--- src/sv/one_tap_phase_equalizer_defines.svh ---
// Assertion macros for the one-tap phase equalizer.
// Included by the top level only; depends on nothing else.
`ifndef ONE_TAP_PHASE_EQUALIZER_DEFINES_SVH
`define ONE_TAP_PHASE_EQUALIZER_DEFINES_SVH

// Same-cycle implication, checked on every rising clock edge outside reset.
`define OTE_ASSERT_IMPLY(label, clk, rst_n, ante, cons, msg) \
    label: assert property (@(posedge clk) disable iff (!rst_n) (ante) |-> (cons)) \
        else $error(msg);

// Next-cycle implication, checked on every rising clock edge outside reset.
`define OTE_ASSERT_NEXT(label, clk, rst_n, ante, cons, msg) \
    label: assert property (@(posedge clk) disable iff (!rst_n) (ante) |=> (cons)) \
        else $error(msg);

`endif

--- src/sv/ote_pkg.sv ---
// Shared types and fixed widths of the one-tap phase equalizer.
// Used by every module of the block; depends on nothing.
package ote_pkg;

    // Width of the square root operand and of its running result.
    localparam int XW = 64;
    // Width of the channel magnitude after the square root.
    localparam int MW = 32;
    // Total bits of sample plus extra magnitude fraction bits.
    localparam int FULL_BITS = 32;

    // Sideband control that travels with every pipeline stage.
    typedef struct packed {
        logic valid;
        logic last;
        logic zero;
    } ote_ctl_t;

endpackage

--- src/sv/ote_front.sv ---
// Front end of the equalizer: products, sums and magnitude operand.
// Depends on ote_pkg.
module ote_front #(
    parameter int W = 16
) (
    input  logic                            clk,
    input  logic                            rst_n,
    input  logic                            en,
    input  ote_pkg::ote_ctl_t               in_ctl,
    input  logic                            bpsk,
    input  logic signed [W-1:0]             sr,
    input  logic signed [W-1:0]             si,
    input  logic signed [W-1:0]             cr,
    input  logic signed [W-1:0]             ci,
    output ote_pkg::ote_ctl_t               out_ctl,
    output logic [2*W:0]                    nmag,
    output logic                            nneg,
    output logic [2*W:0]                    imag,
    output logic                            ineg,
    output logic [ote_pkg::XW-1:0]          x
);
    import ote_pkg::*;

    localparam int F = FULL_BITS - W;

    ote_ctl_t              a_ctl_reg, a_ctl_next;
    logic                  a_bpsk_reg;
    logic signed [W-1:0]   a_sr_reg;
    logic signed [2*W-1:0] p_rr_reg, p_ii_reg, p_ir_reg, p_ri_reg, p_cc_reg, p_dd_reg;

    ote_ctl_t              b_ctl_reg;
    logic [2*W:0]          b_nmag_reg, b_imag_reg, b_nmag_next, b_imag_next;
    logic                  b_nneg_reg, b_ineg_reg, b_nneg_next, b_ineg_next;
    logic [XW-1:0]         b_x_reg, b_x_next;

    logic signed [2*W:0]   nr, ni;
    logic [2*W-1:0]        m2;

    // The zero-channel flag is only meaningful in equalize mode.
    always_comb
    begin
        a_ctl_next      = in_ctl;
        a_ctl_next.zero = !bpsk && (cr == '0) && (ci == '0);
    end

    always_ff @(posedge clk or negedge rst_n)
    begin
        if (!rst_n)
        begin
            a_ctl_reg <= '0;
            b_ctl_reg <= '0;
        end
        else if (en)
        begin
            a_ctl_reg <= a_ctl_next;
            b_ctl_reg <= a_ctl_reg;
        end
    end

    always_ff @(posedge clk)
    begin
        if (en)
        begin
            a_bpsk_reg <= bpsk;
            a_sr_reg   <= sr;
            p_rr_reg   <= sr * cr;
            p_ii_reg   <= si * ci;
            p_ir_reg   <= si * cr;
            p_ri_reg   <= sr * ci;
            p_cc_reg   <= cr * cr;
            p_dd_reg   <= ci * ci;
        end
    end

    // In BPSK mode the divider is fed |sr| over a unit magnitude, which
    // returns the real part unchanged and a zero imaginary part.
    always_comb
    begin
        nr = {p_rr_reg[2*W-1], p_rr_reg} + {p_ii_reg[2*W-1], p_ii_reg};
        ni = {p_ir_reg[2*W-1], p_ir_reg} - {p_ri_reg[2*W-1], p_ri_reg};
        m2 = p_cc_reg[2*W-1:0] + p_dd_reg[2*W-1:0];
        if (a_bpsk_reg)
        begin
            nr = (2*W+1)'(a_sr_reg);
            ni = '0;
            m2 = (2*W)'(1);
        end
        b_nneg_next = nr[2*W];
        b_ineg_next = ni[2*W];
        b_nmag_next = nr[2*W] ? (2*W+1)'(-nr) : (2*W+1)'(nr);
        b_imag_next = ni[2*W] ? (2*W+1)'(-ni) : (2*W+1)'(ni);
        b_x_next    = XW'(m2) << (2 * F);
    end

    always_ff @(posedge clk)
    begin
        if (en)
        begin
            b_nmag_reg <= b_nmag_next;
            b_imag_reg <= b_imag_next;
            b_nneg_reg <= b_nneg_next;
            b_ineg_reg <= b_ineg_next;
            b_x_reg    <= b_x_next;
        end
    end

    assign out_ctl = b_ctl_reg;
    assign nmag    = b_nmag_reg;
    assign nneg    = b_nneg_reg;
    assign imag    = b_imag_reg;
    assign ineg    = b_ineg_reg;
    assign x       = b_x_reg;

endmodule

--- config.mk ---
export PLATFORM = sky130hd
export DESIGN_NAME = ote_front
export DESIGN_NICKNAME = d
export VERILOG_FILES = /design/src/sv/one_tap_phase_equalizer_defines.svh /design/src/sv/ote_pkg.sv /design/src/sv/ote_front.sv
export SDC_FILE = /design/constraint.sdc
export NUM_CORES = 2
export LEC_CHECK = 0
export BUFFER_PORTS_ARGS = -buffer_cell sky130_fd_sc_hd__buf_4
export CORE_MARGIN = 10
export CORE_UTILIZATION = 55
export CTS_CLUSTER_DIAMETER = 30
export DETAILED_ROUTE_END_ITERATION = 8
export HOLD_SLACK_MARGIN = 0.15
export PLACE_DENSITY = 0.71
export SLEW_MARGIN = 0
export SYNTH_ARGS = -nofsm -noshare
export SYNTH_HDL_FRONTEND = slang
export SYNTH_SLANG_ARGS = --single-unit
--- constraint.sdc ---
create_clock -name clk -period 6.3 [get_ports clk]
set_input_delay 0.315 -clock clk [delete_from_list [all_inputs] [get_ports clk]]
set_output_delay 0.315 -clock clk [all_outputs]
set_load 0.01 [all_outputs]
==> results.toml <==
[flow_run]
maxCapViolCount = 0

[drt]
vias = 54400
final_antenna_net_count = 0
wl_per_cell_um = 18.8
drc = 0
wirelength_um = 192000
routed_via_density = 5.34
first_iter_violations = 3657
dr.pass1.iters = 6

[grt]
antenna_found_initial = 14
grt.overflow.total = 0
grt.total_usage = 0.266
grt_pass1_vias = 58600
grt_pass1_wl_um = 313000
grt_max_degree = 174

[final_layout]
nNetsFinal = 10600
area_delta_synth_final_pct = 14.7
fin_cells = 10200
fillers = 10900
drive_gt1_frac = 0.127

[die]
dieHeight_um = 386
die-area_mm2 = 0.149
num_rows = 134
fp.dieW_um = 386
coreArea_mm2 = 0.133
io_pins = 206
start_util = 0.553

[synth]
synth-edff-count = 307
yosys.area.top_type = "fa_1"
synth_top_area_frac = 0.412
seq_area_frac_synth = 0.127
syn_area_mm2 = 0.0737
yosys_warnings = 0
syn_area_per_cell_um2 = 9.53
ys_async_sr_fraction = 0.0192
netlist_instances = 7726
synthTopCellsByArea = "fa_1 (41%), edfxtp_1 (13%), ha_1 (10%)"
synth-main-ff-cell = "edfxtp_1"
yosysUniqueCellTypes = 96
ys_ff_latch = 313

[worst_setup_path]
arrival_ns = 6.66
start_kind = "input pin"
path_class = "input pin to flip-flop"
end_kind = "flip-flop"
cp.required_ns = 6.75
crit_fanout = 3

[hold_path]
min_path_type = "input pin to flip-flop"

[clock_tree]
clkTransAtPathRegs_ns = 0.05
clk_latency_ns = 0.72
root_buffer = "clkbuf_16"
cts_tree = "built"
clk_path_buf_depth = 3
cts_made_buffers = 78
cts_max_level = 3
cts.sinks = 313

[placement]
placed_cells = 10000
hpwl_um = 163000
gp_congestion = 0.942
io_buffer_count = 172

[timing]
fin_crit_ns = 6.21
hold_viol = 0
fmax_mhz = 161
maxSlewHeadroom = 0.314
slew_violations = 0
skew_ns = 0.0605
min_period_over_period = 0.986
setup_viol = 0
tightest_slew_ns = 1.03

[run_status]
status = "completed"
-- layout make-up --
type / instances / area, um2 / area share
multi-input cells: 5239 / 56200 / 0.665
clock inverters: 59 / 778 / 0.00921
repair buffers: 855 / 6870 / 0.0813
inverters: 1878 / 7050 / 0.0834
flip-flops and latches: 313 / 9370 / 0.111
diodes: 2 / 5.00 / 0.0000592
clock buffers: 85 / 1980 / 0.0234
well taps: 1768 / 2210 / 0.0262
-- logic make-up after synthesis --
group | share of synthesized area
compound gates | 0.0661
xor+xnor | 0.0404
fa+ha+maj | 0.516
buf+inv | 0.114
flops | 0.127
mux | 0.00326
other cells | 0.0000509
simple gates | 0.133
-- final timing paths --
kind | startpoint | slack [ns] | end | cells after the start
max | sr[14] | 0.09 | p_ri_reg[28]$_DFFE_PP_ | 25
min | sr[12] | 0.26 | a_sr_reg[12]$_DFFE_PP_ | 3
max reg2reg | p_ir_reg[0]$_DFFE_PP_ | 1.74 | imag[31]$_DFFE_PP_ | 15
min reg2reg | a_ctl_reg[2]$_DFFE_PN0P_ | 0.50 | out_ctl[2]$_DFFE_PN0P_ | 1
max in group asynchronous | rst_n | 5.48 | a_ctl_reg[0]$_DFFE_PN0P_ | 3
min in group asynchronous | rst_n | 0.59 | out_ctl[2]$_DFFE_PN0P_ | 3
-- cells in the final DEF (no fill, tap or decap), drive strengths merged, types with 18 or more instances in the layout --
master	n
nor2b	37
a21o	92
nand2	736
ha	614
nor3	73
nor4	20
o21a	31
nand4	21
and2	570
a31oi	50
o31ai	21
fa	1516
conb	32
dlygate4sd3	18
o21ai	128
a211oi	34
nor2	287
nand2b	49
xnor2	263
xor2	76
a21oi	211
o21bai	38
inv	1889
clkbuf	85
edfxtp	307
and3	45
or2	18
nand3	57
or3	24
buf	835
clkinv	27
-- cells in the mapped netlist (15+ instances only) --
| cell | n |
|---|---|
| nor4_1 | 20 |
| nor2b_1 | 37 |
| and3_1 | 45 |
| nand3_1 | 57 |
| and2_1 | 570 |
| a21oi_1 | 210 |
| edfxtp_1 | 307 |
| o21ai_0 | 118 |
| nand4_1 | 21 |
| ha_1 | 614 |
| a31oi_1 | 48 |
| mux2i_1 | 15 |
| or3_1 | 24 |
| xnor2_1 | 262 |
| nor2_1 | 287 |
| xor2_1 | 76 |
| nand2_1 | 736 |
| o21bai_1 | 37 |
| fa_1 | 1516 |
| a31o_2 | 16 |
| o31ai_1 | 19 |
| nor3_1 | 73 |
| o21a_1 | 31 |
| inv_1 | 1874 |
| nand2b_1 | 49 |
| buf_4 | 32 |
| a211oi_1 | 31 |
| a21o_1 | 92 |
| clkbuf_1 | 280 |
| or2_2 | 16 |
-- layer usage --
| metal | GRT usage | routed length (um) | vias to the layer above |
|---|---|---|---|
| li1 | - | - | 24700 |
| met1 | 0.352 | 78800 | 27500 |
| met2 | 0.435 | 90600 | 1808 |
| met3 | 0.0552 | 15100 | 401 |
| met4 | 0.0919 | 7490 | 18 |
| met5 | 0 | 106 | - |
-- through the flow --
stage	hold slack, ns	setup slack, ns	util	area (um2)	TNS, ns
3_5_place_dp	0.128	-0.410	0.609	81200	-7.01
2_1_floorplan	0.0194	0.00419	-	73800	0
3_3_place_gp	0.123	-0.301	0.609	81200	-4.15
4_1_cts	0.197	0.0146	0.631	84200	0
6_report	0.261	0.0895	0.634	84500	0
5_1_grt	0.249	-0.104	0.634	84500	-0.196
-- timing repair --
| action | CTS | global route |
|---|---|---|
| setup buffers | 0 | 12 |
| endpoints found under the setup margin | 0 | 16 |
| gates resized for setup | 0 | 55 |
| hold buffers | 20 | 0 |
| hold endpoints to repair | 75 | 0 |
-- worst max-delay path, cell delays in order --
cell and delay [ns]:
dlygate4sd3_1 0.55, buf_6 0.14, nand2_1 0.08, fa_1 0.54, fa_1 0.51, fa_1 0.51, inv_1 0.06, fa_1 0.51
fa_1 0.58, inv_1 0.06, fa_1 0.47, inv_1 0.06, ha_4 0.21, and3_4 0.17, a221o_1 0.35, a21oi_1 0.14
nor2b_1 0.08, a211oi_2 0.24, nor3_2 0.09, nand4_1 0.10, nand4_1 0.17, a31oi_4 0.29, o21bai_1 0.12, xor2_1 0.16
buf_4 0.14
Power is not shown: default switching activity piles up to over one toggle a cycle in this logic, so the estimate is an artifact.
