==> src/sv/one_tap_phase_equalizer_defines.svh <==
// Assertion macros for the one-tap phase equalizer.
// Included by the top level only; depends on nothing else.
`ifndef ONE_TAP_PHASE_EQUALIZER_DEFINES_SVH
`define ONE_TAP_PHASE_EQUALIZER_DEFINES_SVH

// Same-cycle implication, checked on every rising clock edge outside reset.
`define OTE_ASSERT_IMPLY(label, clk, rst_n, ante, cons, msg) \
    label: assert property (@(posedge clk) disable iff (!rst_n) (ante) |-> (cons)) \
        else $error(msg);

// Next-cycle implication, checked on every rising clock edge outside reset.
`define OTE_ASSERT_NEXT(label, clk, rst_n, ante, cons, msg) \
    label: assert property (@(posedge clk) disable iff (!rst_n) (ante) |=> (cons)) \
        else $error(msg);

`endif

==> src/sv/ote_pkg.sv <==
// Shared types and fixed widths of the one-tap phase equalizer.
// Used by every module of the block; depends on nothing.
package ote_pkg;

    // Width of the square root operand and of its running result.
    localparam int XW = 64;
    // Width of the channel magnitude after the square root.
    localparam int MW = 32;
    // Total bits of sample plus extra magnitude fraction bits.
    localparam int FULL_BITS = 32;

    // Sideband control that travels with every pipeline stage.
    typedef struct packed {
        logic valid;
        logic last;
        logic zero;
    } ote_ctl_t;

endpackage

==> src/sv/ote_sqrt_step.sv <==
// One stage of the pipelined integer square root (one result bit).
// Depends on ote_pkg.
module ote_sqrt_step #(
    parameter int STEP = 0,
    parameter int PW   = 8
) (
    input  logic                   clk,
    input  logic                   rst_n,
    input  logic                   en,
    input  ote_pkg::ote_ctl_t      in_ctl,
    input  logic [ote_pkg::XW-1:0] in_x,
    input  logic [ote_pkg::XW-1:0] in_res,
    input  logic [PW-1:0]          in_pay,
    output ote_pkg::ote_ctl_t      out_ctl,
    output logic [ote_pkg::XW-1:0] out_x,
    output logic [ote_pkg::XW-1:0] out_res,
    output logic [PW-1:0]          out_pay
);
    import ote_pkg::*;

    localparam logic [XW-1:0] BIT = XW'(1) << (2 * STEP);

    ote_ctl_t      ctl_reg;
    logic [XW-1:0] x_reg, x_next, res_reg, res_next, trial;
    logic [PW-1:0] pay_reg;

    always_comb
    begin
        trial = in_res + BIT;
        if (in_x >= trial)
        begin
            x_next   = in_x - trial;
            res_next = (in_res >> 1) + BIT;
        end
        else
        begin
            x_next   = in_x;
            res_next = in_res >> 1;
        end
    end

    always_ff @(posedge clk or negedge rst_n)
    begin
        if (!rst_n)
            ctl_reg <= '0;
        else if (en)
            ctl_reg <= in_ctl;
    end

    always_ff @(posedge clk)
    begin
        if (en)
        begin
            x_reg   <= x_next;
            res_reg <= res_next;
            pay_reg <= in_pay;
        end
    end

    assign out_ctl = ctl_reg;
    assign out_x   = x_reg;
    assign out_res = res_reg;
    assign out_pay = pay_reg;

endmodule

==> config.mk <==
export PLATFORM = sky130hd
export DESIGN_NAME = ote_sqrt_step
export DESIGN_NICKNAME = d
export VERILOG_FILES = /design/src/sv/one_tap_phase_equalizer_defines.svh /design/src/sv/ote_pkg.sv /design/src/sv/ote_sqrt_step.sv
export SDC_FILE = /design/constraint.sdc
export NUM_CORES = 1
export LEC_CHECK = 0
export BUFFER_PORTS_ARGS = -buffer_cell sky130_fd_sc_hd__buf_2
export CAP_MARGIN = 5
export CORE_MARGIN = 4
export CORE_UTILIZATION = 30
export DETAILED_ROUTE_END_ITERATION = 8
export GPL_TIMING_DRIVEN = 0
export MAX_ROUTING_LAYER = met4
export SLEW_MARGIN = 40
export SYNTH_ARGS = -nofsm -noshare
export SYNTH_HDL_FRONTEND = slang
export SYNTH_SLANG_ARGS = --single-unit
==> constraint.sdc <==
create_clock -name clk -period 2.02 [get_ports clk]
set_clock_uncertainty 0.2 [all_clocks]
set_input_delay 0.202 -clock clk [delete_from_list [all_inputs] [get_ports clk]]
set_output_delay 0.202 -clock clk [all_outputs]
set_load 0.01 [all_outputs]
==> report_table.html <==
<table>
<tr><th>Metric</th><th>Value</th></tr>
<tr><th colspan="2">Run status</th></tr>
<tr><td>Status</td><td>finished, violations left</td></tr>
<tr><td>Violations in the final reports</td><td>negative setup slack</td></tr>
<tr><th colspan="2">Detailed routing</th></tr>
<tr><td>First-pass iteration count of the detailed router</td><td>6</td></tr>
<tr><td>Wire per inst</td><td>between 20 and 25 µm</td></tr>
<tr><td>Final wirelength</td><td>around 55,000 µm</td></tr>
<tr><td>Starting DRT DRC Count</td><td>~1.0k</td></tr>
<tr><td>Remaining antenna violation count</td><td>0</td></tr>
<tr><td>Number of remaining DRC errors</td><td>0</td></tr>
<tr><td>Vias after detailed routing</td><td>roughly 13k</td></tr>
<tr><td>Via/cell ratio</td><td>between 5 and 6</td></tr>
<tr><th colspan="2">Timing</th></tr>
<tr><td>Transition time of the tightest slew-check pin</td><td>0.778 ns</td></tr>
<tr><td>Number of failing hold endpoints at the final stage</td><td>0</td></tr>
<tr><td>Sum of negative setup slack</td><td>-306.75 ns</td></tr>
<tr><td>Final period util</td><td>227%</td></tr>
<tr><td>Unrepaired setup endpoints after global routing</td><td>yes</td></tr>
<tr><td>Max Freq</td><td>between 200 and 250 MHz</td></tr>
<tr><td>Total count of max-transition violations in the final report</td><td>0</td></tr>
<tr><td>Min setup slack post-route</td><td>-2.57 ns</td></tr>
<tr><td>Setup-violating endpoint count in the final report</td><td>128</td></tr>
<tr><td>Post-route minimum period</td><td>roughly 4.6 ns</td></tr>
<tr><td>Worst rel slew slack</td><td>between 40% and 50%</td></tr>
<tr><th colspan="2">Logic synthesis</th></tr>
<tr><td>Cell Area, Synth</td><td>approximately 12,000 µm²</td></tr>
<tr><td>Most used DFF post-synth</td><td>sky130_fd_sc_hd__edfxtp_1</td></tr>
<tr><td>EDFF count, synth</td><td>approximately 140</td></tr>
<tr><td>Post-synthesis sequential area ratio</td><td>35.4%</td></tr>
<tr><td>Fraction of synthesis flops using an asynchronous set or reset pin</td><td>between 2 and 2.5%</td></tr>
<tr><td>Instance count of the mapped netlist</td><td>1,325</td></tr>
<tr><td>Synthesis-stage register bit count</td><td>139</td></tr>
<tr><td>Mean post-synth cell area</td><td>~8.9 µm²</td></tr>
<tr><td>Unique cell type count in the Yosys netlist</td><td>87</td></tr>
<tr><td>Net count of the mapped netlist</td><td>approximately 1.5k</td></tr>
<tr><td>Number of warnings printed during yosys synthesis</td><td>0</td></tr>
<tr><th colspan="2">Setup path</th></tr>
<tr><td>Worst EP arrival</td><td>approximately 4.6 ns</td></tr>
<tr><td>Crit path cell chain</td><td>buf_2, nand3_1, nor2_1, nand3_1, nor3_1, nand2_1, nor2_1, xnor2_1, ha_1, buf_2, and4_4, and2_4, nor2b_4, and3_4, nand2_2, a31oi_4, buf_6, clkbuf_8, o211a_4, nand2_1, xnor2_1</td></tr>
<tr><td>Count of cell instances traversed by the critical path</td><td>21</td></tr>
<tr><td>Type of the setup path with the least slack</td><td>input pin to register</td></tr>
<tr><td>Crit path buf inv count</td><td>4</td></tr>
<tr><td>Cell with the biggest individual delay on the critical path</td><td>sky130_fd_sc_hd__xnor2_1</td></tr>
<tr><td>Top Family by Delay on Critical Path</td><td>simple AND/OR/NAND/NOR gates</td></tr>
<tr><td>Delay of the slowest cell on the worst path</td><td>roughly 0.40 ns</td></tr>
<tr><td>Launching element of the worst setup path</td><td>in_res[37]</td></tr>
<tr><td>Kind of launch point of the worst setup path</td><td>input pin</td></tr>
<tr><td>Worst setup EP type</td><td>register</td></tr>
<tr><td>Maximum fanout count along the critical path</td><td>10</td></tr>
<tr><td>Worst r2r path cells</td><td>1</td></tr>
<tr><td>Slack of the worst reg-to-reg path</td><td>approximately 1.1 ns</td></tr>
<tr><td>Critical Path RT</td><td>2.02 ns</td></tr>
<tr><td>Reg2Reg Launch Point</td><td>out_ctl[2]</td></tr>
<tr><th colspan="2">Worst hold path</th></tr>
<tr><td>Type of the worst min-delay path</td><td>input pin to register</td></tr>
<tr><td>Hold path depth</td><td>3</td></tr>
<tr><td>Worst hold path startpoint</td><td>in_res[24]</td></tr>
<tr><th colspan="2">Final layout</th></tr>
<tr><td>Filler instances</td><td>3,647</td></tr>
<tr><td>Count of placed standard cells in the final layout, fillers left out</td><td>2,378</td></tr>
<tr><td>Layout cells sized above 1</td><td>about two fifths</td></tr>
<tr><td>Layout Area Growth over Synthesis</td><td>60.0%</td></tr>
<tr><td>Final nets</td><td>about 2.0k</td></tr>
<tr><td>Most frequent cells in the layout</td><td>sky130_fd_sc_hd__buf_2, sky130_fd_sc_hd__edfxtp_1, sky130_fd_sc_hd__dlygate4sd3_1</td></tr>
<tr><td>Most common cell after layout, fill and taps aside</td><td>sky130_fd_sc_hd__buf_2</td></tr>
<tr><th colspan="2">Floorplan</th></tr>
<tr><td>Die area</td><td>around 42,000 µm²</td></tr>
<tr><td>Vertical extent of the die</td><td>206 µm</td></tr>
<tr><td>Initial Util</td><td>between 30% and 40%</td></tr>
<tr><td>Core Region</td><td>roughly 39,000 µm²</td></tr>
<tr><td>Placement Rows</td><td>between 70 and 80</td></tr>
<tr><td>Die span in x</td><td>between 200 and 250 µm</td></tr>
<tr><td>Num ports</td><td>around 280</td></tr>
<tr><th colspan="2">Flow run</th></tr>
<tr><td>Max_cap viols</td><td>0</td></tr>
<tr><th colspan="2">Global routing</th></tr>
<tr><td>First-pass GRT wire length</td><td>77,000 µm</td></tr>
<tr><td>Pin count of the biggest net entering global routing</td><td>49</td></tr>
<tr><td>All-layer global routing usage</td><td>roughly a quarter</td></tr>
<tr><td>Initial antenna violation count</td><td>9</td></tr>
<tr><td>Aggregate global routing overflow</td><td>0</td></tr>
<tr><td>Via count of the first global-routing pass</td><td>12.4k</td></tr>
<tr><th colspan="2">Clocking</th></tr>
<tr><td>Buffers from clock root to sink, at most</td><td>2</td></tr>
<tr><td>Cell at the root of the clock tree</td><td>sky130_fd_sc_hd__clkbuf_16</td></tr>
<tr><td>CTS tree</td><td>yes</td></tr>
<tr><td>Worst-Skew Late Latency</td><td>0.45 ns</td></tr>
<tr><td>CTS clk-pin slew, worst paths</td><td>0.06 ns</td></tr>
<tr><td>Number of levels in the clock H-tree</td><td>4</td></tr>
<tr><td>Sink count of the clock tree</td><td>~140</td></tr>
<tr><td>Number of clock buffers inserted by TritonCTS</td><td>17</td></tr>
<tr><th colspan="2">Power and ir drop</th></tr>
<tr><td>Part of the total power dissipated in combinational logic</td><td>about two fifths</td></tr>
<tr><td>Internal power</td><td>between 0.007 and 0.008 W</td></tr>
<tr><td>Clock network power share</td><td>29.4%</td></tr>
<tr><td>P_sw</td><td>around 0.004 W</td></tr>
<tr><td>Peak ir drop on the vdd network</td><td>approximately 540 µV</td></tr>
<tr><td>Power density normalized to cell area</td><td>612 nW/µm²</td></tr>
<tr><td>Static power due to leakage</td><td>7.45 nW</td></tr>
<tr><td>Power share of the sequential group</td><td>32.0%</td></tr>
<tr><td>Switching part of the total power</td><td>34.0%</td></tr>
<tr><th colspan="2">Placement</th></tr>
<tr><td>Port Buffer Count</td><td>roughly 270</td></tr>
<tr><td>HPWL after detailed placement</td><td>a little under 40,000 µm</td></tr>
<tr><td>Worst setup slack after placement</td><td>-3.55 ns</td></tr>
<tr><td>Number of placed cells counting well taps</td><td>between 2k and 2.5k</td></tr>
<tr><td>Final weighted congestion of routability-driven global placement</td><td>0.938</td></tr>
</table>
[routing by layer]
metal  track usage [%]  vias up  wire length, µm
li1                  -     5930                -
met5                 -        -                0
met2              41.5      601            26500
met1              31.1     6230            22300
met3              4.63      103             4250
met4              8.44        0             1770
[registers in the layout (all words and copies together) (netlist names)]
register,count
out_res,64
out_pay,8
out_ctl,3
out_x,64
[power by group through the flow]
stage               Combinational [W]  Clock, W  Sequential (W)
finish                        0.00445   0.00338         0.00368
global route                  0.00473   0.00357         0.00370
CTS                           0.00396   0.00344         0.00368
detailed placement            0.00309         0         0.00373
global placement              0.00308         0         0.00375
floorplan                     0.00169         0         0.00389
[metrics by stage]
| step | instance area, µm² | hold WS [ns] | power (W) | util [%] |
|---|---|---|---|---|
| 6_report | 18800 | 0.00863 | 0.0115 | 48.6 |
| 4_1_cts | 17500 | -0.126 | 0.0111 | 45.3 |
| 2_1_floorplan | 12100 | -0.294 | 0.00558 | - |
| 5_1_grt | 18800 | 0.00155 | 0.0120 | 48.6 |
| 3_3_place_gp | 14000 | -0.202 | 0.00682 | 36.4 |
| 3_5_place_dp | 14100 | -0.198 | 0.00682 | 36.5 |
[cells in the mapped netlist, drive strengths merged (9+ instances only)]
| cell | instances | area [µm²] |
|---|---|---|
| xnor2 | 102 | 893 |
| a21oi | 130 | 662 |
| nand2 | 133 | 499 |
| ha | 66 | 826 |
| inv | 28 | 105 |
| nor4 | 11 | 75.1 |
| or2 | 9 | 56.3 |
| nand4 | 64 | 400 |
| nand3 | 60 | 300 |
| and2 | 18 | 116 |
| xor2 | 71 | 622 |
| nor2 | 138 | 523 |
| o21a | 15 | 113 |
| edfxtp | 136 | 4080 |
| o21ai | 53 | 265 |
| a31oi | 9 | 71.3 |
| and4 | 10 | 93.8 |
| buf | 33 | 191 |
| o21bai | 17 | 131 |
| and3 | 20 | 126 |
| clkbuf | 37 | 221 |
| a21o | 35 | 264 |
| nor3 | 41 | 220 |
[cell type report]
class	count	area [µm²]	area share (%)
Antenna cell	9	22.5	0.120
Buffer	65	703	3.74
Clock buffer	18	429	2.28
Clock inverter	14	178	0.945
Inverter	28	105	0.559
Multi-Input combinational cell	1088	8650	46.0
Sequential cell	139	4160	22.1
Tap cell	518	648	3.45
Timing Repair Buffer	499	3900	20.8
[logic make-up (layout without fill, tap and decap cells)]
group                    count (synthesis)  in the layout  synth area share [%]
flip-flops                             139            139                  35.4
other                                    0              9                     0
multiplexers                             7              7                 0.650
AO/OA/AOI/OAI                          318            318                  17.6
XOR/XNOR                               173            173                  12.9
AND/OR/NAND/NOR                        523            523                  21.8
adder cells (fa/ha/maj)                 67             67                  7.20
buffers and inverters                   98            624                  4.41
[timing repair]
| action | CTS | global route |
|---|---|---|
| endpoints found under the hold margin | 168 | 2 |
| gates resized for setup | 232 | 195 |
| endpoints found under the setup margin | 128 | 128 |
| cloned | 10 | 6 |
| buffers inserted | 44 | 43 |
| pin swaps | 35 | 75 |
| hold buffers | 126 | 2 |
[path summary, 6_finish.rpt]
kind,end
max,out_res[43]
min,out_res[24]
max reg2reg,out_ctl[2]
min reg2reg,out_ctl[0]
max in group asynchronous,out_ctl[1]
min in group asynchronous,out_ctl[2]
Note: power is estimated with default switching activity, not from simulation.
