File: src/sv/one_tap_phase_equalizer_defines.svh
// Assertion macros for the one-tap phase equalizer.
// Included by the top level only; depends on nothing else.
`ifndef ONE_TAP_PHASE_EQUALIZER_DEFINES_SVH
`define ONE_TAP_PHASE_EQUALIZER_DEFINES_SVH

// Same-cycle implication, checked on every rising clock edge outside reset.
`define OTE_ASSERT_IMPLY(label, clk, rst_n, ante, cons, msg) \
    label: assert property (@(posedge clk) disable iff (!rst_n) (ante) |-> (cons)) \
        else $error(msg);

// Next-cycle implication, checked on every rising clock edge outside reset.
`define OTE_ASSERT_NEXT(label, clk, rst_n, ante, cons, msg) \
    label: assert property (@(posedge clk) disable iff (!rst_n) (ante) |=> (cons)) \
        else $error(msg);

`endif

File: src/sv/ote_pkg.sv
// Shared types and fixed widths of the one-tap phase equalizer.
// Used by every module of the block; depends on nothing.
package ote_pkg;

    // Width of the square root operand and of its running result.
    localparam int XW = 64;
    // Width of the channel magnitude after the square root.
    localparam int MW = 32;
    // Total bits of sample plus extra magnitude fraction bits.
    localparam int FULL_BITS = 32;

    // Sideband control that travels with every pipeline stage.
    typedef struct packed {
        logic valid;
        logic last;
        logic zero;
    } ote_ctl_t;

endpackage

File: src/sv/ote_div_step.sv
// One stage of the restoring divider for both output lanes (one quotient bit).
// Depends on ote_pkg.
module ote_div_step #(
    parameter int STEP = 0,
    parameter int DW   = 50,
    parameter int QW   = 17,
    parameter int PW   = 4
) (
    input  logic                   clk,
    input  logic                   rst_n,
    input  logic                   en,
    input  ote_pkg::ote_ctl_t      in_ctl,
    input  logic [ote_pkg::MW-1:0] in_m,
    input  logic [DW-1:0]          in_r_re,
    input  logic [DW-1:0]          in_r_im,
    input  logic [QW-1:0]          in_q_re,
    input  logic [QW-1:0]          in_q_im,
    input  logic [PW-1:0]          in_pay,
    output ote_pkg::ote_ctl_t      out_ctl,
    output logic [ote_pkg::MW-1:0] out_m,
    output logic [DW-1:0]          out_r_re,
    output logic [DW-1:0]          out_r_im,
    output logic [QW-1:0]          out_q_re,
    output logic [QW-1:0]          out_q_im,
    output logic [PW-1:0]          out_pay
);
    import ote_pkg::*;

    ote_ctl_t      ctl_reg;
    logic [MW-1:0] m_reg;
    logic [DW-1:0] r_re_reg, r_im_reg, r_re_next, r_im_next, trial;
    logic [QW-1:0] q_re_reg, q_im_reg, q_re_next, q_im_next;
    logic [PW-1:0] pay_reg;

    always_comb
    begin
        trial     = DW'(in_m) << STEP;
        r_re_next = in_r_re;
        r_im_next = in_r_im;
        q_re_next = in_q_re;
        q_im_next = in_q_im;
        if (in_r_re >= trial)
        begin
            r_re_next       = in_r_re - trial;
            q_re_next[STEP] = 1'b1;
        end
        if (in_r_im >= trial)
        begin
            r_im_next       = in_r_im - trial;
            q_im_next[STEP] = 1'b1;
        end
    end

    always_ff @(posedge clk or negedge rst_n)
    begin
        if (!rst_n)
            ctl_reg <= '0;
        else if (en)
            ctl_reg <= in_ctl;
    end

    always_ff @(posedge clk)
    begin
        if (en)
        begin
            m_reg    <= in_m;
            r_re_reg <= r_re_next;
            r_im_reg <= r_im_next;
            q_re_reg <= q_re_next;
            q_im_reg <= q_im_next;
            pay_reg  <= in_pay;
        end
    end

    assign out_ctl  = ctl_reg;
    assign out_m    = m_reg;
    assign out_r_re = r_re_reg;
    assign out_r_im = r_im_reg;
    assign out_q_re = q_re_reg;
    assign out_q_im = q_im_reg;
    assign out_pay  = pay_reg;

endmodule

File: config.mk
export PLATFORM = sky130hd
export DESIGN_NAME = ote_div_step
export DESIGN_NICKNAME = d
export VERILOG_FILES = /design/src/sv/one_tap_phase_equalizer_defines.svh /design/src/sv/ote_pkg.sv /design/src/sv/ote_div_step.sv
export SDC_FILE = /design/constraint.sdc
export NUM_CORES = 1
export LEC_CHECK = 0
export ABC_CLOCK_PERIOD_IN_PS = 800
export BUFFER_PORTS_ARGS = -buffer_cell sky130_fd_sc_hd__clkbuf_2
export CAP_MARGIN = 20
export CELL_PAD_IN_SITES_DETAIL_PLACEMENT = 0
export CELL_PAD_IN_SITES_GLOBAL_PLACEMENT = 2
export CORE_MARGIN = 1
export CORE_UTILIZATION = 28
export CTS_CLUSTER_DIAMETER = 30
export DETAILED_ROUTE_END_ITERATION = 8
export PLACE_DENSITY = 0.82
export SYNTH_ARGS = -nofsm -noshare
export SYNTH_HDL_FRONTEND = slang
export SYNTH_SLANG_ARGS = --single-unit
File: constraint.sdc
create_clock -name clk -period 0.8 [get_ports clk]
set_input_delay 0.16 -clock clk [delete_from_list [all_inputs] [get_ports clk]]
set_output_delay 0.16 -clock clk [all_outputs]
set_load 0.02 [all_outputs]
==> results of run 1 <==
==> metrics by stage <==
step           worst slack, ns  power [mW]  cell area (µm²)  utilization  TNS, ns
3_3_place_gp             -2.33        21.2            16200        0.432  -234.09
2_1_floorplan            -1.98        16.5            11200            -  -162.41
4_1_cts                  -1.70        31.0            19200        0.511  -226.50
5_1_grt                  -1.79        33.5            20400        0.542  -234.45
3_5_place_dp             -2.35        21.3            16200        0.432  -238.66
6_report                 -1.72        32.1            20400        0.542  -220.29
==> cell families after synthesis <==
family	count (synthesis)
and+or+nand+nor	309
DFF	173
adders and majority gates	66
buffers and inverters	86
muxes	9
xor gates and xnor gates	91
AOI/OAI and AO/OA	288
==> cells in the mapped netlist, types with 6 or more instances <==
library cell  number  area (µm²)
edfxtp_1         170        5100
a21oi_1          105         526
nand2_1           87         327
o21ai_0           70         350
ha_1              64         801
nor2_1            64         240
xor2_1            56         490
inv_1             44         165
xnor2_1           35         307
a21o_1            33         248
nor3_1            29         145
clkbuf_1          25        93.8
nand3_1           23         115
nand4_1           20         125
buf_2             13        65.1
nand2b_1          12        75.1
nor4_1            12        75.1
o211ai_1          11        82.6
o21bai_1          10        75.1
or3_1             10        62.6
and3_1             8        50.1
mux2_2             8        90.1
a211oi_1           7        52.6
a31oi_1            6        37.5
nor4_2             6        75.1
or2_2              6        37.5
==> worst max-delay path: stages <==
cell       delay [ns]
clkbuf_16        0.13
inv_12           0.04
ha_4             0.12
inv_2            0.03
fa_2             0.33
a21o_1           0.19
a221o_1          0.35
a22oi_2          0.22
o21ba_2          0.19
o21ai_2          0.06
a311o_1          0.35
or4_1            0.42
xnor2_1          0.14
==> path summary, 6_finish.rpt <==
| kind | cells past startpoint | endpoint | slack [ns] | startpoint |
|---|---|---|---|---|
| worst max register to register | 1 | out_ctl[0]$_DFFE_PN0P_ | 0.01 | out_ctl[0]$_DFFE_PN0P_ |
| worst min-delay path | 2 | out_q_re[0]$_SDFFCE_PP1P_ | 0.008 | in_q_re[0] |
| worst max-delay path | 13 | out_r_im[36]$_DFFE_PP_ | -1.72 | in_r_im[0] |
| min in group asynchronous | 3 | out_ctl[0]$_DFFE_PN0P_ | 0.59 | rst_n |
| worst min register to register | 1 | out_ctl[2]$_DFFE_PN0P_ | 0.54 | out_ctl[2]$_DFFE_PN0P_ |
| max in group asynchronous | 3 | out_ctl[1]$_DFFE_PN0P_ | 0.02 | rst_n |
==> cell type report <==
cell class / instances / area [µm²]
inverters: 44 / 196
flip-flops and latches: 173 / 5180
diodes: 2 / 5.00
clock buffers: 18 / 429
well taps: 511 / 639
fillers: 3262 / 17200
clock inverters: 14 / 168
multi-input cells: 763 / 6570
repair buffers: 859 / 7190
==> registers in the layout, summed over array words and instances (netlist names) <==
name	flops
out_q_im	17
out_q_re	17
out_r_im	50
out_pay	4
out_r_re	50
out_m	32
out_ctl	3
==> where the power goes <==
part,switching [mW],internal [mW]
sequential,0.516,11.3
combinational,5.78,5.97
clock,4.37,4.22
total,10.7,21.5
==> routing by layer <==
metal	vias to the layer above	routed length, µm
met2	318	22800
met5	-	40
met3	60	2710
met4	6	1080
met1	5405	17500
li1	5519	-
==> timing repair <==
item                                    4_1_cts  5_1_grt
gates cloned                                 10        0
endpoints found under the setup margin      275      275
buffers inserted                             37       19
pin swaps                                    79       50
gates resized for setup                     199      513
endpoints found under the hold margin        93        1
==> summary.txt, run 1 <==
Run status
  • Status: complete, but fails checks
  • Failing checks: negative setup slack

Floorplanning
  • Die height: 197 µm
  • Die ar.: approximately 39000 µm²
  • Area of the core: between 30000 and 40000 µm²
  • Die W: between 150 and 200 µm
  • Initial Util: 0.283
  • Row count: 71
  • # IOs: roughly 350

Timing
  • Slew headroom: 0.662
  • Final critical-path share of the clock period: 3.16
  • Unrepaired setup endpoints after global routing: true
  • Min cycle time layout: roughly 2.5 ns
  • Final hold violations: 0
  • Slew @ Worst Pin: around 0.51 ns
  • Endpoints failing setup: between 200 and 300
  • Max-slew violation count: 0
  • Maximum clock rate: between 0.3 and 0.4 GHz
  • Hold_ws: about 0.0076 ns
  • Final clock skew: 0 ns
  • Final worst slack: -1.72 ns

Route
  • WL/cell: 18.5 µm
  • Vias/cell: around 4.7
  • Residual DRC count: 0
  • Routed WL: roughly 44 mm
  • First-pass iteration count of the detailed router: 5
  • First DRT Iteration DRCs: roughly 410
  • Post-route ant nets: 0
  • Vias: approximately 11000

Yosys
  • Post-Synth Adder-Cell Area: 0.0790
  • Most common flop cell mapped by yosys: edfxtp_1
  • Mux cell area share after synthesis: 0.00940
  • Avg Cell Area, Syn: around 10 µm²
  • Compound-Gate Fraction of Synth Area: 0.168
  • Sequential cell area fraction in the yosys report: 0.486
  • Netlist Area Pre-Place: ~11000 µm²
  • Post-synthesis simple-gate area fraction: 0.149
  • Synth Area in XOR/XNOR: 0.0749
  • Count of different cell masters after synthesis: between 70 and 80
  • Ys async rst share: 0.0173
  • Largest family of logic cells by synthesized area: compound AO/OA/AOI/OAI gates
  • Register bit total from synthesis: 173
  • Mapped Nets: ~1300
  • Yosys warnings: 0
  • Number of flops mapped to enable cells by yosys: 170
  • Syn Inst Count: 1022

Setup path
  • Crit path launch type: input port
  • Crit path kind: input port to register
  • CP Capture Type: register
  • CP max FO: 2
  • Crit path DAT: 2.75 ns
  • Worst Path Required: between 1 and 1.5 ns

Layout
  • Final Non-Filler Cells: approximately 2400
  • Most common cell after layout, fill and taps aside: buf_4
  • Most frequent cells in the layout: buf_4, clkbuf_2, edfxtp_1, buf_6, dlygate4sd3_1
  • Area Growth Syn to Fin: 91.4%
  • Layout cell share with drive strength beyond 1: 0.566
  • Final net count: between 2000 and 2500

Global route
  • Largest net degree at the start of global routing: 55
  • Grt ovf: 0
  • Overall Global Routing Usage: 0.219
  • GRT Max-Usage Layer: met2
  • Grt met1 use: 0.244
  • Met2 GRT Util: 0.399
  • First-pass GRT wire length: 63.6 mm
  • Vias in the first global route: about 12000
  • Met3 Use GR: 0.0594
  • Initial antenna violation count: 6

Power
  • Lkg Pwr: between 8 and 9 nW
  • Power Dens Cells: 1580 nW/µm²
  • Worst VDD drop: about 0.0018 V

Placement
  • DP HPWL: 33.5 mm
  • RD Place Congestion: 0.877
  • Placed insts: 2206
  • Port bufs: 348

CTS
  • CTS Buffer Depth: 2
  • Num CTS Buffers: 17
  • Hold buffer count at CTS: 90
  • # H-tree levels: 4
  • # clock sinks: roughly 170
  • Clock Latency Late Sink: 0.47 ns
  • CTS tree: yes
  • Root buffer cell: clkbuf_16
  • Clock-pin slew on the worst setup and hold paths: approximately 0.08 ns

Run
  • Max-cap violations: 0

Min path
  • Hold Crit Class: input port to register
Note: power is estimated with default switching activity, not from simulation.
==> inputs of run 2 (changes only) <==
--- a/config.mk
+++ b/config.mk
@@ -14,7 +14,7 @@
 export CORE_UTILIZATION = 28
 export CTS_CLUSTER_DIAMETER = 30
 export DETAILED_ROUTE_END_ITERATION = 8
-export PLACE_DENSITY = 0.82
+export PLACE_DENSITY = 0.86
 export SYNTH_ARGS = -nofsm -noshare
 export SYNTH_HDL_FRONTEND = slang
 export SYNTH_SLANG_ARGS = --single-unit
==> summary.txt, run 2 (synthesis results as in run 1) <==
Timing
  • Setup TNS: -222.16 ns
  • Maximum clock rate: between 0.4 and 0.5 GHz
  • Max-slew violation count: 0
  • Unrepaired setup endpoints after global routing: true
  • Final hold violations: 0
  • Final clock skew: 0 ns
  • Slew headroom: 0.681
  • Slew @ Worst Pin: 0.478 ns
  • Min cycle time layout: between 2 and 2.5 ns
  • Endpoints failing setup: approximately 280
  • Final critical-path share of the clock period: 3.12
  • Hold_ws: 0.0107 ns
  • Final worst slack: -1.70 ns

Placement
  • DP HPWL: 33.1 mm
  • DP Area: ~16000 µm²
  • Placement Setup Slack: -2.31 ns
  • RD Place Congestion: between 0.8 and 0.9
  • Port bufs: 348
  • Placed insts: roughly 2200

CTS
  • Num CTS Buffers: 17
  • # H-tree levels: 4
  • Root buffer cell: clkbuf_16
  • # clock sinks: roughly 170
  • Clock-pin slew on the worst setup and hold paths: 0.08 ns
  • Clock Latency Late Sink: ~0.46 ns
  • CTS tree: yes
  • Hold buffer count at CTS: 86
  • CTS Buffer Depth: 2

Route
  • Post-route ant nets: 0
  • Routed WL: 44.5 mm
  • First DRT Iteration DRCs: ~440
  • Residual DRC count: 0
  • First-pass iteration count of the detailed router: 4
  • Vias/cell: between 4 and 5
  • WL/cell: 18.6 µm
  • Vias: around 11000

Power
  • Power Dens Cells: 1580 nW/µm²
  • Lkg Pwr: ~9 nW
  • PnR Total Power: roughly 32 mW
  • Worst VDD drop: roughly 0.0015 V

Min path
  • Hold Crit Class: input port to register

Layout
  • Final Util: 0.547
  • Diode count: 0
  • Fillers: around 3200
  • Area Growth Syn to Fin: 93.1%
  • Most common cell after layout, fill and taps aside: buf_4
  • Post-route cell area: roughly 21000 µm²
  • Most frequent cells in the layout: buf_4, clkbuf_2, edfxtp_1, buf_6, dlygate4sd3_1
  • Final Non-Filler Cells: 2394
  • Layout cell share with drive strength beyond 1: 0.573
  • Final net count: approximately 2100

Global route
  • Vias in the first global route: between 10000 and 15000
  • Overall Global Routing Usage: 0.223
  • Largest net degree at the start of global routing: 55
  • Grt ovf: 0
  • Initial antenna violation count: 3
  • First-pass GRT wire length: 65.1 mm

Run status
  • Failing checks: negative setup slack
  • Status: complete, but fails checks

Floorplanning
  • Area of the core: about 38000 µm²
  • Row count: 71
  • Die ar.: about 39000 µm²
  • Die height: ~200 µm
  • Die W: just under 200 µm
  • # IOs: 349
  • Initial Util: 0.283

Setup path
  • Crit path kind: input port to register
  • Crit path launch type: input port
  • Worst Path Required: roughly 1 ns
  • CP max FO: 2
  • CP Capture Type: register
  • Crit path DAT: 2.72 ns

Run
  • Max-cap violations: 0
## run 2: cell types whose count changed in the layout (fill, tap and decap cells not counted), sizes merged
cell,delta
buf,+10
bufinv,+1
clkbuf,+5
clkinv,-1
diode,-2
dlygate4sd3,-4
or2,+1
## run 2: cell type report
type | count | area, µm² | share of cell area
Clock inverter | 14 | 173 | 0.00840
Sequential cell | 173 | 5180 | 0.252
Timing Repair Buffer | 870 | 7280 | 0.354
Inverter | 44 | 190 | 0.00925
Clock buffer | 18 | 429 | 0.0209
Tap cell | 511 | 639 | 0.0311
Multi-Input combinational cell | 764 | 6670 | 0.324
## run 2: worst paths after layout
path                                        startpoint                        end  slack, ns  cells past startpoint
worst min-delay path                        in_q_re[0]  out_q_re[0]$_SDFFCE_PP1P_       0.01                      2
worst max-delay path                        in_r_im[0]     out_r_im[36]$_DFFE_PP_      -1.70                     13
worst min register to register  out_ctl[1]$_DFFE_PN0P_     out_ctl[1]$_DFFE_PN0P_       0.53                      1
worst max register to register  out_ctl[2]$_DFFE_PN0P_     out_ctl[2]$_DFFE_PN0P_       0.01                      1
min in group asynchronous                        rst_n     out_ctl[1]$_DFFE_PN0P_       0.58                      3
max in group asynchronous                        rst_n     out_ctl[2]$_DFFE_PN0P_       0.05                      3
## run 2: worst max-delay path, cell delays in order
cell and delay [ns]:
clkbuf_16 0.13, inv_12 0.04, ha_4 0.12, inv_2 0.04, fa_2 0.34, a21o_1 0.19
a221o_1 0.36, a22oi_2 0.20, o21ba_2 0.17, o21ai_2 0.06, a311o_1 0.35, or4_1 0.42
xnor2_1 0.14
## run 2: metal layers
layer	track usage	routed length, µm	vias up
met4	0.0815	1240	6
met2	0.404	23100	348
met5	0	31	-
li1	-	-	5544
met3	0.0619	2990	73
met1	0.248	17100	5479
## run 2: repair_timing
item,in CTS,in global routing
pin swaps,82,48
endpoints found under the setup margin,275,275
buffers inserted,45,18
gates resized for setup,233,468
gates cloned,10,0
hold endpoints to repair,90,1
## run 2: where the power goes
part / switching, mW / total (mW) / internal [mW]
Sequential: 0.472 / 11.7 / 11.3
Clock: 4.26 / 8.73 / 4.47
Combinational: 5.87 / 12.0 / 6.11
Total: 10.6 / 32.4 / 21.8
==> inputs of run 3 (changes only) <==
--- a/config.mk
+++ b/config.mk
@@ -5,16 +5,17 @@
 export SDC_FILE = /design/constraint.sdc
 export NUM_CORES = 1
 export LEC_CHECK = 0
+export ABC_AREA = 1
 export ABC_CLOCK_PERIOD_IN_PS = 800
 export BUFFER_PORTS_ARGS = -buffer_cell sky130_fd_sc_hd__clkbuf_2
 export CAP_MARGIN = 20
 export CELL_PAD_IN_SITES_DETAIL_PLACEMENT = 0
 export CELL_PAD_IN_SITES_GLOBAL_PLACEMENT = 2
 export CORE_MARGIN = 1
-export CORE_UTILIZATION = 28
+export CORE_UTILIZATION = 27
 export CTS_CLUSTER_DIAMETER = 30
 export DETAILED_ROUTE_END_ITERATION = 8
-export PLACE_DENSITY = 0.86
+export PLACE_DENSITY = 0.88
 export SYNTH_ARGS = -nofsm -noshare
 export SYNTH_HDL_FRONTEND = slang
 export SYNTH_SLANG_ARGS = --single-unit
==> summary.txt, run 3 <==
Timing
  • Final worst slack: -1.01 ns
  • Final hold violations: 0
  • Final clock skew: 0 ns
  • Slew headroom: 0.753
  • Min cycle time layout: 1.81 ns
  • Slew @ Worst Pin: around 0.37 ns
  • Endpoints failing setup: between 200 and 300
  • Unrepaired setup endpoints after global routing: true
  • Maximum clock rate: roughly 0.55 GHz
  • Final critical-path share of the clock period: 2.26
  • Max-slew violation count: 0

Route
  • Post-route ant nets: 0
  • Vias: around 16000
  • Vias/cell: 4.45
  • First-pass iteration count of the detailed router: 7
  • First DRT Iteration DRCs: roughly 820
  • Residual DRC count: 0
  • Routed WL: approximately 65 mm
  • WL/cell: 17.6 µm

Global route
  • Largest net degree at the start of global routing: 26
  • Initial antenna violation count: 0
  • First-pass GRT wire length: between 90 and 100 mm
  • Grt ovf: 0
  • Vias in the first global route: 16500
  • Overall Global Routing Usage: 0.243

CTS
  • CTS tree: yes
  • Num CTS Buffers: 17
  • Clock-pin slew on the worst setup and hold paths: about 0.08 ns
  • # H-tree levels: 4
  • # clock sinks: 173
  • CTS Buffer Depth: 2
  • Root buffer cell: clkbuf_16
  • Clock Latency Late Sink: 0.49 ns

Placement
  • DP Area: roughly 20000 µm²
  • DP HPWL: ~52 mm
  • Placed insts: between 3000 and 4000
  • Placement Setup Slack: -1.62 ns
  • Port bufs: about 350
  • RD Place Congestion: about 0.95

Setup path
  • Crit path launch type: input port
  • Crit-path slowest cell: ha_4
  • Reg2reg start: out_ctl[0]$_DFFE_PN0P_
  • Worst Path Buf+Inv: 5
  • Family with the most delay on the worst path: simple AND/OR/NAND/NOR gates
  • Critical R2R Capture: out_ctl[0]$_DFFE_PN0P_
  • Crit path DAT: around 2.1 ns
  • Most Frequent Cell on Critical Path: nand2_2
  • Crit path cell chain: buf_8 > clkinvlp_4 > buf_6 > ha_4 > nand2_2 > nand2_1 > nand2_1 > nand2_1 > nand2_2 > nand3b_4 > nand2_2 > nand2_2 > nand2_4 > nand2_8 > inv_16 > clkbuf_16 > nand2_2 > nand2_2
  • R2R Setup Slk: -0.10 ns
  • CP max stage delay: ~0.29 ns
  • Crit path kind: input port to register
  • CP Capture Type: register
  • Reg2reg path depth: 2
  • CP max FO: 9
  • Worst Path Required: between 1 and 1.5 ns

Power
  • Worst VDD drop: 0.00144 V
  • Power Dens Cells: around 1400 nW/µm²
  • PnR Total Power: about 33 mW
  • Lkg Pwr: 12.3 nW

Yosys
  • Register bit total from synthesis: about 170
  • Most common flop cell mapped by yosys: edfxtp_1
  • Ys async rst share: 0.0173
  • Synth top cells by count: nand2_1, inv_1, edfxtp_1
  • Sequential cell area fraction in the yosys report: 0.367
  • Mapped Nets: roughly 2300
  • Syn Inst Count: roughly 2100
  • Netlist Area Pre-Place: around 14000 µm²
  • Top-count cell post-synth: nand2_1
  • Cell accounting for the most synthesized area: edfxtp_1
  • Count of different cell masters after synthesis: slightly above 40
  • Largest cells by area after synthesis: edfxtp_1, nand2_1, inv_1
  • Number of flops mapped to enable cells by yosys: between 150 and 200
  • Yosys top cell area share: 0.362
  • Avg Cell Area, Syn: 6.75 µm²
  • Yosys warnings: 0

Floorplanning
  • Die height: approximately 230 µm
  • Die W: around 230 µm
  • Area of the core: between 50000 and 60000 µm²
  • Initial Util: 0.274
  • Die ar.: about 53000 µm²
  • Row count: 83
  • # IOs: 349

Layout
  • Final net count: 3236
  • Most frequent cells in the layout: nand2_1, buf_4, inv_1, clkbuf_2, edfxtp_1
  • Layout cell share with drive strength beyond 1: 0.414
  • Final Non-Filler Cells: ~3700
  • Most common cell after layout, fill and taps aside: nand2_1
  • Post-route cell area: between 20000 and 25000 µm²
  • Area Growth Syn to Fin: 70.5%
  • Diode count: 0

Run
  • Max-cap violations: 0

Min path
  • Hold Crit Class: input port to register
  • Hold Path Cell Cnt: 3
  • Hold Path Origin: in_r_re[25]
  • Hold endpoint: out_r_re[25]$_DFFE_PP_

Run status
  • Failing checks: negative setup slack
  • Status: complete, but fails checks
## run 3: changes by cell type in the layout (fill, tap and decap cells not counted), moves of 33 or more
cell	change
nand2_1	+676
inv_1	+364
buf_6	-136
clkbuf_2	+121
nand2_2	+96
nor2_1	+80
nand3_1	+69
nor2_2	+45
a21oi_1	-37
nand3_2	+34
a21o_1	-33
## run 3: cells by family after synthesis
kind of cell,share of synthesized area
buffers and inverters,0.130
AND/OR/NAND/NOR,0.386
AO/OA/AOI/OAI,0.0326
adder cells (fa/ha/maj),0.0596
flip-flops,0.367
multiplexers,0.00239
XOR/XNOR,0.0230
## run 3: power breakdown
part           total, mW  leakage [nW]  switching, mW  internal (mW)
clock network       8.75         0.292           4.52           4.23
registers           11.5          1.70          0.344           11.2
logic               12.9          10.3           7.43           5.51
## run 3: how the worst max path moves through the flow
| stage | from | end | slack [ns] | depth (start not counted) |
|---|---|---|---|---|
| after floorplan | in_m[24] | out_r_re[33]$_DFFE_PP_ | -1.06 | 15 |
| after detailed placement | in_m[31] | out_r_im[43]$_DFFE_PP_ | -1.62 | 14 |
| after global routing | in_m[3] | out_r_re[2]$_DFFE_PP_ | -1.07 | 18 |
| after CTS | in_m[31] | out_r_im[19]$_DFFE_PP_ | -0.98 | 14 |
| after global placement | in_m[14] | out_r_re[22]$_DFFE_PP_ | -1.60 | 14 |
| final | in_m[3] | out_r_re[18]$_DFFE_PP_ | -1.01 | 18 |
## run 3: stage by stage
step | util | setup TNS (ns) | hold slack (ns)
2_1_floorplan | - | -103.41 | -0.136
3_3_place_gp | 0.398 | -176.76 | -0.0457
3_5_place_dp | 0.398 | -178.69 | -0.0421
4_1_cts | 0.456 | -169.99 | 0.00218
5_1_grt | 0.467 | -179.69 | 0.0201
6_report | 0.467 | -164.97 | 0.0300
## run 3: final cells by class
class,instances,area [µm²]
fill,5275,27500
sequential,173,5180
timing repair inverter,1,16.3
tap,680,851
multi-input combinational,1460,8780
clock inverter,15,185
timing repair buffer,902,6860
inverter,439,1750
clock buffer,17,425
## run 3: routing by layer
layer	up-vias	GRT usage	routed length (µm)
met1	7566	0.283	26800
met5	-	0	0
li1	8266	-	-
met2	444	0.432	32500
met4	0	0.116	2910
met3	116	0.0401	2760
## run 3: worst reg2reg max path, delay by kind of cell (launching register included)
kind	cells	cell delay (ns)
muxes	1	0.25
DFF	1	0.41
buffers and inverters	1	0.13
## run 3: what timing repair did
| action | in CTS | in global routing |
|---|---|---|
| gates resized for setup | 209 | 159 |
| hold buffers | 104 | 0 |
| setup buffers | 33 | 8 |
| endpoints found under the hold margin | 105 | 0 |
| gates cloned | 9 | 3 |
| endpoints found under the setup margin | 275 | 277 |
| pin swaps | 45 | 56 |
